### src/hdl/hvps_pkg.sv
package hvps_pkg;

    localparam int MAX_DIGITS = 5;
    localparam int ACC_W      = 17;
    localparam int CNT_W      = 3;
    localparam int ADDR_W     = 3;

    localparam logic [ACC_W-1:0] ACC_MAX = 17'd131071;

    localparam logic [7:0] CH_V    = 8'h56;
    localparam logic [7:0] CH_H    = 8'h48;
    localparam logic [7:0] CH_ZERO = 8'h30;
    localparam logic [7:0] CH_NINE = 8'h39;

    localparam logic REG_INV = 1'b0;
    localparam logic REG_CLK = 1'b1;

    localparam logic [27:0] CLK_RESET     = 28'd125000000;
    localparam logic [14:0] OFF_WRAP      = 15'd6249;
    localparam logic [14:0] OFF_LEVEL_INV = 15'd6429;

    // floor(x/100) = (x*RECIP_100) >> RECIP_SH for x below 2^21
    localparam int          RECIP_SH  = 28;
    localparam logic [21:0] RECIP_100 = 22'd2684355;

    typedef struct packed {
        logic       ok;
        logic [4:0] kv;
        logic [8:0] khz;
    } t_req;

    function automatic logic [9:0] grad_milli(input logic [4:0] k);
        case (k)
            5'd0:  grad_milli = 10'd787;
            5'd1:  grad_milli = 10'd738;
            5'd2:  grad_milli = 10'd672;
            5'd3:  grad_milli = 10'd639;
            5'd4:  grad_milli = 10'd618;
            5'd5:  grad_milli = 10'd571;
            5'd6:  grad_milli = 10'd505;
            5'd7:  grad_milli = 10'd503;
            5'd8:  grad_milli = 10'd457;
            5'd9:  grad_milli = 10'd443;
            5'd10: grad_milli = 10'd403;
            5'd11: grad_milli = 10'd394;
            5'd12: grad_milli = 10'd372;
            5'd13: grad_milli = 10'd354;
            5'd14: grad_milli = 10'd339;
            5'd15: grad_milli = 10'd323;
            5'd16: grad_milli = 10'd357;
            5'd17: grad_milli = 10'd346;
            5'd18: grad_milli = 10'd353;
            5'd19: grad_milli = 10'd345;
            5'd20: grad_milli = 10'd327;
            default: grad_milli = 10'd787;
        endcase
    endfunction

    function automatic logic [11:0] icpt_milli(input logic [4:0] k);
        case (k)
            5'd0:  icpt_milli = 12'd2992;
            5'd1:  icpt_milli = 12'd3148;
            5'd2:  icpt_milli = 12'd3000;
            5'd3:  icpt_milli = 12'd2946;
            5'd4:  icpt_milli = 12'd3294;
            5'd5:  icpt_milli = 12'd3294;
            5'd6:  icpt_milli = 12'd2330;
            5'd7:  icpt_milli = 12'd3045;
            5'd8:  icpt_milli = 12'd2259;
            5'd9:  icpt_milli = 12'd2244;
            5'd10: icpt_milli = 12'd1505;
            5'd11: icpt_milli = 12'd2161;
            5'd12: icpt_milli = 12'd1650;
            5'd13: icpt_milli = 12'd1442;
            5'd14: icpt_milli = 12'd1412;
            5'd15: icpt_milli = 12'd1483;
            5'd16: icpt_milli = 12'd2594;
            5'd17: icpt_milli = 12'd2436;
            5'd18: icpt_milli = 12'd3067;
            5'd19: icpt_milli = 12'd2714;
            5'd20: icpt_milli = 12'd2411;
            default: icpt_milli = 12'd2992;
        endcase
    endfunction

endpackage

### src/hdl/hvps_front.sv
module hvps_front
    import hvps_pkg::*;
(
    input  logic       i_clk,
    input  logic       i_rst_n,
    input  logic       i_take,
    input  logic [7:0] i_rx_byte,
    output logic       o_push,
    output t_req       o_req
);

    logic             r_phase;
    logic [ACC_W-1:0] r_vacc;
    logic [ACC_W-1:0] r_facc;
    logic [CNT_W-1:0] r_vcnt;
    logic [CNT_W-1:0] r_fcnt;
    logic             r_bad;

    logic             is_digit;
    logic [3:0]       digit;
    logic [ACC_W-1:0] cur_acc;
    logic [CNT_W-1:0] cur_cnt;
    logic [20:0]      acc_x10;
    logic [ACC_W-1:0] acc_sat;
    logic             over;

    assign is_digit = (i_rx_byte >= CH_ZERO) && (i_rx_byte <= CH_NINE);
    assign digit    = 4'(i_rx_byte - CH_ZERO);
    assign cur_acc  = r_phase ? r_facc : r_vacc;
    assign cur_cnt  = r_phase ? r_fcnt : r_vcnt;
    assign acc_x10  = 21'(cur_acc) * 21'd10 + 21'(digit);
    assign acc_sat  = (acc_x10 > 21'(ACC_MAX)) ? ACC_MAX : acc_x10[ACC_W-1:0];
    assign over     = cur_cnt >= CNT_W'(MAX_DIGITS);

    assign o_push    = i_take && (i_rx_byte == CH_H);
    assign o_req.ok  = r_phase && !r_bad &&
                       (r_vacc >= 17'd5) && (r_vacc <= 17'd20) &&
                       (r_facc >= 17'd10) && (r_facc <= 17'd300);
    assign o_req.kv  = r_vacc[4:0];
    assign o_req.khz = r_facc[8:0];

    always_ff @(posedge i_clk) begin
        if (!i_rst_n || o_push) begin
            r_phase <= 1'b0;
            r_vacc  <= '0;
            r_facc  <= '0;
            r_vcnt  <= '0;
            r_fcnt  <= '0;
            r_bad   <= 1'b0;
        end else if (i_take) begin
            if (is_digit) begin
                if (over) begin
                    r_bad <= 1'b1;
                end else if (r_phase) begin
                    r_facc <= acc_sat;
                    r_fcnt <= r_fcnt + 1'b1;
                end else begin
                    r_vacc <= acc_sat;
                    r_vcnt <= r_vcnt + 1'b1;
                end
            end else if (i_rx_byte == CH_V && !r_phase) begin
                r_phase <= 1'b1;
            end else begin
                r_bad <= 1'b1;
            end
        end
    end

endmodule

### src/hdl/hvps_queue.sv
module hvps_queue
    import hvps_pkg::*;
(
    input  logic i_clk,
    input  logic i_rst_n,
    input  logic i_push,
    input  t_req i_req,
    input  logic i_pop,
    output logic o_full,
    output logic o_valid,
    output t_req o_req
);

    t_req       r_mem [2];
    logic       r_wp;
    logic       r_rp;
    logic [1:0] r_cnt;

    logic do_push;
    logic do_pop;

    assign o_full  = r_cnt == 2'd2;
    assign o_valid = r_cnt != 2'd0;
    assign o_req   = r_mem[r_rp];
    assign do_push = i_push && !o_full;
    assign do_pop  = i_pop && o_valid;

    always_ff @(posedge i_clk) begin
        if (do_push) begin
            r_mem[r_wp] <= i_req;
        end
    end

    always_ff @(posedge i_clk) begin
        if (!i_rst_n) begin
            r_wp  <= 1'b0;
            r_rp  <= 1'b0;
            r_cnt <= '0;
        end else begin
            if (do_push) r_wp <= ~r_wp;
            if (do_pop) r_rp <= ~r_rp;
            r_cnt <= r_cnt + {1'b0, do_push} - {1'b0, do_pop};
        end
    end

endmodule

### src/hdl/hvps_back.sv
module hvps_back
    import hvps_pkg::*;
(
    input  logic        i_clk,
    input  logic        i_rst_n,
    input  logic        i_inv,
    input  logic [27:0] i_clock_hz,
    input  logic        i_q_valid,
    input  t_req        i_q_req,
    output logic        o_q_pop,
    output logic        o_valid,
    input  logic        i_stall,
    output logic [14:0] o_period_wrap,
    output logic [14:0] o_compare_level,
    output logic [5:0]  o_duty_percent,
    output logic        o_supply_off,
    output logic [4:0]  o_volts_kv,
    output logic [8:0]  o_freq_khz
);

    typedef enum logic [2:0] {
        S_IDLE, S_DIVP, S_DIVD, S_MUL, S_SCALE, S_LEVEL, S_FIN
    } t_state;

    t_state      r_state;
    logic [27:0] r_quo;
    logic [18:0] r_rem;
    logic [18:0] r_den;
    logic [4:0]  r_cnt;
    logic [14:0] r_num;
    logic [9:0]  r_grad;
    logic        r_hit;
    logic [4:0]  r_kv;
    logic [8:0]  r_khz;
    logic [14:0] r_period;
    logic [5:0]  r_duty;
    logic [20:0] r_prod;
    logic [42:0] r_scaled;
    logic [14:0] r_res_wrap;
    logic [14:0] r_res_level;
    logic [5:0]  r_res_duty;
    logic        r_res_off;
    logic        r_valid;

    logic [19:0] trial;
    logic        ge;
    logic [18:0] rem_nx;
    logic [27:0] quo_nx;
    logic [4:0]  tk;
    logic        last;
    logic [5:0]  limit;
    logic [14:0] on_cnt;
    logic        out_free;

    assign trial    = {r_rem, r_quo[27]};
    assign ge       = trial >= {1'b0, r_den};
    assign rem_nx   = ge ? 19'(trial - {1'b0, r_den}) : trial[18:0];
    assign quo_nx   = {r_quo[26:0], ge};
    assign last     = r_cnt == 5'd27;
    assign tk       = 5'(i_q_req.khz - 9'd10);
    assign limit    = (r_khz < 9'd20) ? 6'd50 : 6'd60;
    assign on_cnt   = r_scaled[RECIP_SH +: 15];
    assign out_free = !r_valid || !i_stall;
    assign o_q_pop  = (r_state == S_IDLE) && i_q_valid;
    assign o_valid  = r_valid;

    always_ff @(posedge i_clk) begin
        if (!i_rst_n) begin
            r_state <= S_IDLE;
            r_valid <= 1'b0;
        end else begin
            if (r_valid && !i_stall && r_state != S_FIN) r_valid <= 1'b0;
            case (r_state)
                S_IDLE: begin
                    if (i_q_valid) begin
                        r_kv  <= i_q_req.kv;
                        r_khz <= i_q_req.khz;
                        if (!i_q_req.ok) begin
                            r_res_wrap  <= OFF_WRAP;
                            r_res_level <= i_inv ? OFF_LEVEL_INV : 15'd0;
                            r_res_duty  <= '0;
                            r_res_off   <= 1'b1;
                            r_state     <= S_FIN;
                        end else begin
                            r_den   <= 19'(i_q_req.khz * 19'd1000);
                            r_quo   <= i_clock_hz;
                            r_rem   <= '0;
                            r_cnt   <= '0;
                            r_hit   <= i_q_req.khz <= 9'd30;
                            r_grad  <= grad_milli(tk);
                            r_num   <= 15'(15'(i_q_req.kv) * 15'd1000)
                                       + 15'(icpt_milli(tk));
                            r_state <= S_DIVP;
                        end
                    end
                end
                S_DIVP: begin
                    r_rem <= rem_nx;
                    r_quo <= quo_nx;
                    r_cnt <= r_cnt + 1'b1;
                    if (last) begin
                        r_period <= (quo_nx == 28'd0) ? 15'd0 : 15'(quo_nx - 28'd1);
                        r_quo    <= {13'd0, r_num};
                        r_den    <= {9'd0, r_grad};
                        r_rem    <= '0;
                        r_cnt    <= '0;
                        r_state  <= S_DIVD;
                    end
                end
                S_DIVD: begin
                    r_rem <= rem_nx;
                    r_quo <= quo_nx;
                    r_cnt <= r_cnt + 1'b1;
                    if (last) begin
                        if (!r_hit) r_duty <= 6'd1;
                        else if (quo_nx > 28'(limit)) r_duty <= limit;
                        else r_duty <= quo_nx[5:0];
                        r_state <= S_MUL;
                    end
                end
                S_MUL: begin
                    r_prod  <= 21'(r_period) * 21'(r_duty);
                    r_state <= S_SCALE;
                end
                S_SCALE: begin
                    r_scaled <= 43'(r_prod) * 43'(RECIP_100);
                    r_state  <= S_LEVEL;
                end
                S_LEVEL: begin
                    r_res_wrap  <= r_period;
                    r_res_level <= i_inv ? 15'(r_period - on_cnt) : on_cnt;
                    r_res_duty  <= r_duty;
                    r_res_off   <= 1'b0;
                    r_state     <= S_FIN;
                end
                S_FIN: begin
                    if (out_free) begin
                        o_period_wrap   <= r_res_wrap;
                        o_compare_level <= r_res_level;
                        o_duty_percent  <= r_res_duty;
                        o_supply_off    <= r_res_off;
                        o_volts_kv      <= r_res_off ? 5'd0 : r_kv;
                        o_freq_khz      <= r_res_off ? 9'd0 : r_khz;
                        r_valid         <= 1'b1;
                        r_state         <= S_IDLE;
                    end
                end
                default: r_state <= S_IDLE;
            endcase
        end
    end

    a_load_from_fin: assert property (@(posedge i_clk) disable iff (!i_rst_n)
        $rose(r_valid) |-> $past(r_state) == S_FIN)
        else $error("result loaded outside finish step");

    a_off_zero: assert property (@(posedge i_clk) disable iff (!i_rst_n)
        (r_valid && o_supply_off) |-> (o_duty_percent == 6'd0 && o_volts_kv == 5'd0))
        else $error("off setting carries nonzero fields");

    a_duty_cap: assert property (@(posedge i_clk) disable iff (!i_rst_n)
        (r_valid && !o_supply_off) |-> (o_duty_percent <= 6'd60))
        else $error("duty above cap");

    a_pop_idle: assert property (@(posedge i_clk) disable iff (!i_rst_n)
        o_q_pop |=> (r_state == S_DIVP || r_state == S_FIN))
        else $error("popped request not started");

endmodule

### src/hdl/hv_supply_pwm_setpoint.sv
// a valid request runs two 28-step restoring divisions in one shared divider,
// then the multiply, scale and level steps; the off setting goes straight to
// the finish step; the back end takes a new request only once the last is done;
// bytes are taken one per cycle while the queue is not full, a 2-deep queue
// buffers requests
// reset (synchronous, active low): parser cleared, queue empty, no result,
// inverting_driver 1, clock_hz 125000000
module hv_supply_pwm_setpoint
    import hvps_pkg::*;
(
    input  logic              i_clk,
    input  logic              i_rst_n,
    input  logic              i_valid,
    output logic              o_stall,
    input  logic [7:0]        i_rx_byte,
    output logic              o_valid,
    input  logic              i_stall,
    output logic [14:0]       o_period_wrap,
    output logic [14:0]       o_compare_level,
    output logic [5:0]        o_duty_percent,
    output logic              o_supply_off,
    output logic [4:0]        o_volts_kv,
    output logic [8:0]        o_freq_khz,
    input  logic              psel,
    input  logic              penable,
    input  logic              pwrite,
    input  logic [ADDR_W-1:0] paddr,
    input  logic [31:0]       pwdata,
    output logic [31:0]       prdata,
    output logic              pready
);

    logic        r_inv;
    logic [27:0] r_clock_hz;

    logic take;
    logic push;
    t_req f_req;
    logic q_full;
    logic q_valid;
    t_req q_req;
    logic q_pop;

    assign pready  = 1'b1;
    assign o_stall = q_full;
    assign take    = i_valid && !q_full;
    assign prdata  = (paddr[2] == REG_CLK) ? {4'd0, r_clock_hz} : {31'd0, r_inv};

    always_ff @(posedge i_clk) begin
        if (!i_rst_n) begin
            r_inv      <= 1'b1;
            r_clock_hz <= CLK_RESET;
        end else if (psel && penable && pwrite) begin
            case (paddr[2])
                REG_INV: r_inv      <= pwdata[0];
                REG_CLK: r_clock_hz <= pwdata[27:0];
                default: r_inv      <= r_inv;
            endcase
        end
    end

    hvps_front u_front (
        .i_clk     (i_clk),
        .i_rst_n   (i_rst_n),
        .i_take    (take),
        .i_rx_byte (i_rx_byte),
        .o_push    (push),
        .o_req     (f_req)
    );

    hvps_queue u_queue (
        .i_clk   (i_clk),
        .i_rst_n (i_rst_n),
        .i_push  (push),
        .i_req   (f_req),
        .i_pop   (q_pop),
        .o_full  (q_full),
        .o_valid (q_valid),
        .o_req   (q_req)
    );

    hvps_back u_back (
        .i_clk           (i_clk),
        .i_rst_n         (i_rst_n),
        .i_inv           (r_inv),
        .i_clock_hz      (r_clock_hz),
        .i_q_valid       (q_valid),
        .i_q_req         (q_req),
        .o_q_pop         (q_pop),
        .o_valid         (o_valid),
        .i_stall         (i_stall),
        .o_period_wrap   (o_period_wrap),
        .o_compare_level (o_compare_level),
        .o_duty_percent  (o_duty_percent),
        .o_supply_off    (o_supply_off),
        .o_volts_kv      (o_volts_kv),
        .o_freq_khz      (o_freq_khz)
    );

endmodule

### config.mk
export PLATFORM = sky130hd
export DESIGN_NAME = hv_supply_pwm_setpoint
export DESIGN_NICKNAME = d
export VERILOG_FILES = /design/src/hdl/hvps_pkg.sv /design/src/hdl/hvps_front.sv /design/src/hdl/hvps_queue.sv /design/src/hdl/hvps_back.sv /design/src/hdl/hv_supply_pwm_setpoint.sv
export SDC_FILE = /design/constraint.sdc
export NUM_CORES = 1
export LEC_CHECK = 0
export BUFFER_PORTS_ARGS = -buffer_cell sky130_fd_sc_hd__buf_2
export CAP_MARGIN = 20
export CORE_AREA = 4 4 221 223
export DETAILED_ROUTE_END_ITERATION = 8
export DIE_AREA = 0 0 225 227
export PLACE_DENSITY = 0.8
export SLEW_MARGIN = 10
export SYNTH_ARGS = -nofsm -noshare
export SYNTH_HDL_FRONTEND = slang
export SYNTH_SLANG_ARGS = --single-unit
### constraint.sdc
create_clock -name i_clk -period 17.7 [get_ports i_clk]
set_input_delay 4.425 -clock i_clk [delete_from_list [all_inputs] [get_ports i_clk]]
set_output_delay 4.425 -clock i_clk [all_outputs]
set_load 0.1 [all_outputs]
# After elaboration in Yosys (flattened, before gate mapping)
# Memories as Yosys holds them, arrays and structs flattened. A register that Yosys moved wholly into a read port is not among the register bits.
# Index checks and enable logic that the tools add are counted.
# op_classes
mul	5
bitwise	6
n_addsub	12
magnitude_cmp	12
mux	57
reduce_logical	47
n_eq_ne	19
# ops
op	count
$mux W19	7
$mux W28	4
$pmux W28 S3	1
$mux W15	5
$pmux W15 S2	2
$pmux W19 S3	1
$mux W12	4
$mul A21 B22 Y43 const B	1
$pmux W19 S2	1
$mux W17	2
$gt A28 B6 Y1	1
$logic_not A28 Y1	1
$reduce_and A4 Y1	6
$add A21 B4 Y21	1
$gt A21 B17 Y1 const B	1
$mul A15 B6 Y21	1
$pmux W3 S7	1
$ge A20 B19 Y1	1
$mul A17 B3 Y20 const B	1
$sub A19 B19 Y19	1
$mux W3	6
$mux W6	3
$reduce_and A3 Y1	6
$ge A17 B3 Y1 const B	1
44 further kinds	99
# totals
wordCells	196
romBits	704
inputBits	50
ram_bits	30
memories	3
register_bits	353
# memory_table
name	words	width	rd	rd_ports_with_merged_regs	wr	line	source
(no name shown)	32	12	1	0	0	hvps_pkg.sv:60	case (k)
(no name shown)	32	10	1	1	0	hvps_pkg.sv:33	case (k)
u_queue.r_mem	2	15	1	1	1	hvps_queue.sv:14	t_req r_mem [2];

# Logic depth before layout (Yosys ltp)
# depth
depth_word	7
mapped_depth	26

# Hierarchy
# A second synthesis with hierarchy kept.
# unflattened
hier_cells	2961
area_unflattened_um2	31132.4
# modules_own_cells
module	area_each_um2	seq_area_each_um2	instances	cells_each
hvps_back	24696.2	7767.4	1	2298
hvps_front	3552.2	840.8	1	423
hv_supply_pwm_setpoint	1508.9	580.6	1	166
hvps_queue	1375.1	1001.0	1	74

# Worst setup path after synthesis
# OpenSTA, ideal clock, no wires.
# synth_path
path_type	input to output
from	input port paddr[2]
to	output port prdata[1]
n_path_buf	1
cell_stages	2
slack_ps	7859
arrival_ps	5416
t_required_ps	13275
cell_sequence	clkbuf_1 and2_1
# synth_between
elab_chain_cells	1
# synth_rtl
element	line	source
start: declaration	hv_supply_pwm_setpoint.sv:27	input logic [ADDR_W-1:0] paddr,
$mux W28	hv_supply_pwm_setpoint.sv:47	assign prdata = (paddr[2] == REG_CLK) ? {4'd0, r_clock_hz} : {31'd0, r_inv};
end: declaration	hv_supply_pwm_setpoint.sv:29	output logic [31:0] prdata,
# Every way passes these cells.

# Worst setup path in the final report
# layout_path
from	input port paddr[2]
to	output port prdata[0]
# Same word-level chain as after synthesis.

==> results_tabular.tex <==
\begin{tabular}{lr}
\hline
Metric & Value \\
\hline
\multicolumn{2}{l}{\textbf{Clock tree}} \\
CTS clk-pin slew, worst paths & 60 ps \\
Number of instances resized during post-cts repair & 0 \\
Cts-stage hold buffer count & 0 \\
Worst-Skew Late Latency & 560 ps \\
Clock H-tree levels & 2 \\
Maximum buffer depth of the clock tree & 3 \\
Number of buffers added for setup after CTS & 0 \\
Number of buffers created by CTS & 39 \\
Clock net sink count & 366 \\
CTS tree & yes \\
CTS Root Buffer Type & sky130\_fd\_sc\_hd\_\_clkbuf\_16 \\
\multicolumn{2}{l}{\textbf{Route}} \\
Post-DR vias/cell & 5.909 \\
DRT antenna net count & 0 \\
Number of search-and-repair iterations in the first detailed-routing pass & 7 \\
Post-route DRC violation count & 0 \\
Starting DRT DRC Count & 1484 \\
Detailed Route WL & 69280 microns \\
Routed vias & 21260 \\
WL per Instance & 19.26 microns \\
\multicolumn{2}{l}{\textbf{Finish}} \\
Final net count & 3654 \\
Inserted Diodes & 0 \\
Post-Layout Cell Count & 3597 \\
Utilization after layout & 70.60\% \\
Synthesis-to-finish area growth & 8.724\% \\
Ratio of cells with drive above 1 in the final layout & 9.130\% \\
Fill count & 3348 \\
\multicolumn{2}{l}{\textbf{Placed design}} \\
RD Place Congestion & 0.9576 \\
Placed Instances & 3523 \\
Worst setup slack after placement & 7648 ps \\
Post-detail-place hpwl & 54800 microns \\
Total of buffers placed on input and output ports & 124 \\
\multicolumn{2}{l}{\textbf{Floorplan}} \\
Boundary pin count & 136 \\
Num rows & 79 \\
Starting density of the core & 64.94\% \\
Total die area & 51080 sq um \\
Placeable core area & 46560 sq um \\
Chip Height & 227 microns \\
Die X-Extent & 225 microns \\
\multicolumn{2}{l}{\textbf{Outcome}} \\
Result of the run & finished, final reports clean \\
\multicolumn{2}{l}{\textbf{Pwr}} \\
Power density over cell area & 140.2 nW/um\^{}2 \\
Largest vdd supply drop & 0.0001516 V \\
LEAKAGE & 14.99 nW \\
Final Total Pwr & 0.004607 W \\
\multicolumn{2}{l}{\textbf{Setup path}} \\
Max FO, Critical Path & 32 \\
Setup crit start kind & input port \\
Setup crit end kind & output port \\
Arrival time reported for the critical path endpoint & 5650 ps \\
Category of the critical setup timing path & in -> out \\
Data required, critical path & 13280 ps \\
\multicolumn{2}{l}{\textbf{STA}} \\
Hold Vio Cnt, Final & 0 \\
Fin Clk Skew & 24.34 ps \\
Unrepaired setup endpoints after global routing & no \\
Max Clock Freq & 99.28 MHz \\
Final TNS setup & 0 ps \\
Final setup violation count & 0 \\
Post-route minimum period & 10070 ps \\
Number of pins exceeding their max-slew limit in the final report & 0 \\
Max-slew headroom at the worst pin & 32.39\% \\
Final Cycle Share & 56.91\% \\
Transition time at the pin with the least slew margin & 1013 ps \\
Fin worst setup slack & 7627 ps \\
\multicolumn{2}{l}{\textbf{Global route}} \\
Number of antenna violations at the first check in global routing & 2 \\
Via count of the first global-routing pass & 22280 \\
Global-route usage over all layers & 27.81\% \\
GR Overflow Total & 0 \\
Global-route wire length before repair & 114100 microns \\
Maximum number of pins on one net before global-route repair & 52 \\
\multicolumn{2}{l}{\textbf{Synth}} \\
Share of flip-flops with an asynchronous set or reset & 0\% \\
Number of warnings reported in the yosys synthesis log & 0 \\
Post-Synthesis Mean Instance Area & 10.60 sq um \\
Count of flip-flops with a built-in enable after synthesis & 286 \\
Cell count after synthesis & 2853 \\
Unique cell type count in the Yosys netlist & 79 \\
Summed instance area of the synthesized netlist & 30230 sq um \\
Synth Register Bits & 366 \\
Sequential fraction of the synthesis area & 33.71\% \\
Primary flip-flop cell chosen by synthesis mapping & sky130\_fd\_sc\_hd\_\_edfxtp\_1 \\
\multicolumn{2}{l}{\textbf{Worst hold path}} \\
Worst Hold Class & reg -> reg \\
\multicolumn{2}{l}{\textbf{Job}} \\
Reported max-cap violation count & 0 \\
\hline
\end{tabular}
==> layout by cell type (no fill, tap or decap), types with 9 or more instances in the layout <==
| master | Yosys | routed |
|---|---|---|
| sky130_fd_sc_hd__a222oi_1 | 14 | 14 |
| sky130_fd_sc_hd__clkbuf_16 | 0 | 40 |
| sky130_fd_sc_hd__a22o_1 | 16 | 16 |
| sky130_fd_sc_hd__xnor2_1 | 91 | 91 |
| sky130_fd_sc_hd__ha_1 | 392 | 392 |
| sky130_fd_sc_hd__mux2i_1 | 34 | 34 |
| sky130_fd_sc_hd__o21ai_0 | 66 | 66 |
| sky130_fd_sc_hd__or3_1 | 9 | 9 |
| sky130_fd_sc_hd__inv_1 | 440 | 440 |
| sky130_fd_sc_hd__a21boi_0 | 20 | 20 |
| sky130_fd_sc_hd__o22ai_1 | 10 | 10 |
| sky130_fd_sc_hd__a211oi_1 | 22 | 21 |
| sky130_fd_sc_hd__nand2b_1 | 13 | 13 |
| sky130_fd_sc_hd__a31oi_1 | 16 | 16 |
| sky130_fd_sc_hd__nand2_1 | 208 | 208 |
| sky130_fd_sc_hd__nor4_1 | 18 | 16 |
| sky130_fd_sc_hd__nand3_1 | 45 | 45 |
| sky130_fd_sc_hd__nor2b_1 | 33 | 33 |
| sky130_fd_sc_hd__o21bai_1 | 19 | 19 |
| sky130_fd_sc_hd__fa_1 | 251 | 251 |
| sky130_fd_sc_hd__o211ai_1 | 11 | 11 |
| sky130_fd_sc_hd__a21oi_1 | 107 | 106 |
| sky130_fd_sc_hd__dfxtp_1 | 80 | 80 |
| sky130_fd_sc_hd__buf_2 | 1 | 124 |
| sky130_fd_sc_hd__a311oi_1 | 30 | 30 |
| sky130_fd_sc_hd__nor3_1 | 38 | 37 |
| sky130_fd_sc_hd__nor2_1 | 185 | 183 |
| sky130_fd_sc_hd__nand4_1 | 12 | 12 |
| sky130_fd_sc_hd__a21o_1 | 36 | 36 |
| sky130_fd_sc_hd__mux2_2 | 24 | 24 |
| sky130_fd_sc_hd__buf_4 | 5 | 23 |
| sky130_fd_sc_hd__and2_1 | 69 | 69 |
| sky130_fd_sc_hd__and3_1 | 25 | 25 |
| sky130_fd_sc_hd__xor2_1 | 39 | 39 |
| sky130_fd_sc_hd__edfxtp_1 | 286 | 286 |
| sky130_fd_sc_hd__o21a_1 | 10 | 10 |
==> layout make-up <==
| cell class | instances | area (sq um) | share of cell area, % |
|---|---|---|---|
| Timing Repair Buffer | 150 | 863.3 | 2.627 |
| Clock buffer | 45 | 1050 | 3.194 |
| Clock inverter | 25 | 270.3 | 0.8222 |
| Tap cell | 607 | 759.5 | 2.311 |
| Multi-Input combinational cell | 1963 | 18080 | 55.01 |
| Inverter | 441 | 1655 | 5.036 |
| Sequential cell | 366 | 10190 | 31.00 |
==> sequential cells by signal (all words and copies together), names as in the netlist, 6 cells and up, named ones only <==
signal and cells:
u_back.r_duty 6, u_back.o_duty_percent 6, u_back.r_khz 9, u_back.r_num 15, u_back.r_quo 28, u_queue.r_mem 30, u_back.r_grad 10, u_back.r_den 19
u_back.r_res_level 15, u_back.o_freq_khz 9, r_clock_hz 28, u_back.r_scaled 15, u_back.r_rem 19, u_back.o_compare_level 15, u_back.r_res_duty 6, u_front.r_facc 17
u_front.r_vacc 17, u_back.o_period_wrap 15, u_back.r_period 15, u_back.r_res_wrap 15, u_back.r_prod 21
==> routing by layer <==
metal / track usage [%] / part of all wire [%] / vias up
met2: 50.11 / 51 / 658
met5: 0 / 0 / -
li1: - / - / 9981
met3: 3.495 / 5.8 / 172
met1: 34.25 / 39 / 10450
met4: 11.17 / 4.1 / 0
==> stage by stage <==
| stage | instance area, sq um | hold slack, ps |
|---|---|---|
| floorplan | 30240 | 400.3 |
| global route | 32870 | 426.6 |
| global placement | 31460 | 402.4 |
| finish | 32870 | 418.9 |
| detailed placement | 31490 | 406.5 |
| CTS | 32810 | 419.3 |
==> worst paths after layout <==
kind / cells after the start / slack [ps] / startpoint / end
worst max-delay path: 3 / 7630 / paddr[2] / prdata[0]
worst min-delay path: 0 / 420 / u_back.r_res_duty[4] / u_back.o_duty_percent[4]
worst max register to register: 22 / 10360 / u_back.r_prod[4] / u_back.r_scaled[42]
worst min register to register: 0 / 420 / u_back.r_res_duty[4] / u_back.o_duty_percent[4]
==> synthesized netlist by cell type (14+ instances only) <==
master	count	area, sq um
sky130_fd_sc_hd__a211oi_1	22	165.2
sky130_fd_sc_hd__a21boi_0	20	150.1
sky130_fd_sc_hd__a21o_1	36	270.3
sky130_fd_sc_hd__a21oi_1	107	535.5
sky130_fd_sc_hd__a222oi_1	14	140.1
sky130_fd_sc_hd__a22o_1	16	140.1
sky130_fd_sc_hd__a311oi_1	30	262.8
sky130_fd_sc_hd__a31oi_1	16	100.1
sky130_fd_sc_hd__and2_1	69	431.7
sky130_fd_sc_hd__and3_1	25	156.4
sky130_fd_sc_hd__clkbuf_1	71	266.5
sky130_fd_sc_hd__dfxtp_1	80	1602
sky130_fd_sc_hd__edfxtp_1	286	8588
sky130_fd_sc_hd__fa_1	251	5025
sky130_fd_sc_hd__ha_1	392	4905
sky130_fd_sc_hd__inv_1	440	1652
sky130_fd_sc_hd__mux2_2	24	270.3
sky130_fd_sc_hd__mux2i_1	34	340.3
sky130_fd_sc_hd__nand2_1	208	780.8
sky130_fd_sc_hd__nand3_1	45	225.2
sky130_fd_sc_hd__nor2_1	185	694.4
sky130_fd_sc_hd__nor2b_1	33	206.5
sky130_fd_sc_hd__nor3_1	38	190.2
sky130_fd_sc_hd__nor4_1	18	112.6
sky130_fd_sc_hd__o21ai_0	66	330.3
sky130_fd_sc_hd__o21bai_1	19	142.6
sky130_fd_sc_hd__xnor2_1	91	797.0
sky130_fd_sc_hd__xor2_1	39	341.6
==> power by group <==
| part | switching, W | total (W) | leakage (nW) | internal, W |
|---|---|---|---|---|
| clock | 0.000342 | 0.000830 | 0.629 | 0.000487 |
| combinational | 0.00149 | 0.00258 | 11.1 | 0.00108 |
| sequential | 0.0000512 | 0.00120 | 3.25 | 0.00115 |
| total | 0.00188 | 0.00461 | 15.0 | 0.00272 |
==> critical path, stage by stage <==
cell and delay, ps:
sky130_fd_sc_hd__buf_2 510, sky130_fd_sc_hd__mux2_2 400, sky130_fd_sc_hd__buf_2 290
==> logic make-up after synthesis <==
family / share of synthesized area [%]
xor gates and xnor gates: 3.766
DFF: 33.71
AOI/OAI and AO/OA: 10.05
other: 0.02484
and+or+nand+nor: 10.90
buffers and inverters: 6.684
adders and majority gates: 32.84
muxes: 2.020
Note: power is estimated with default switching activity, not from simulation.
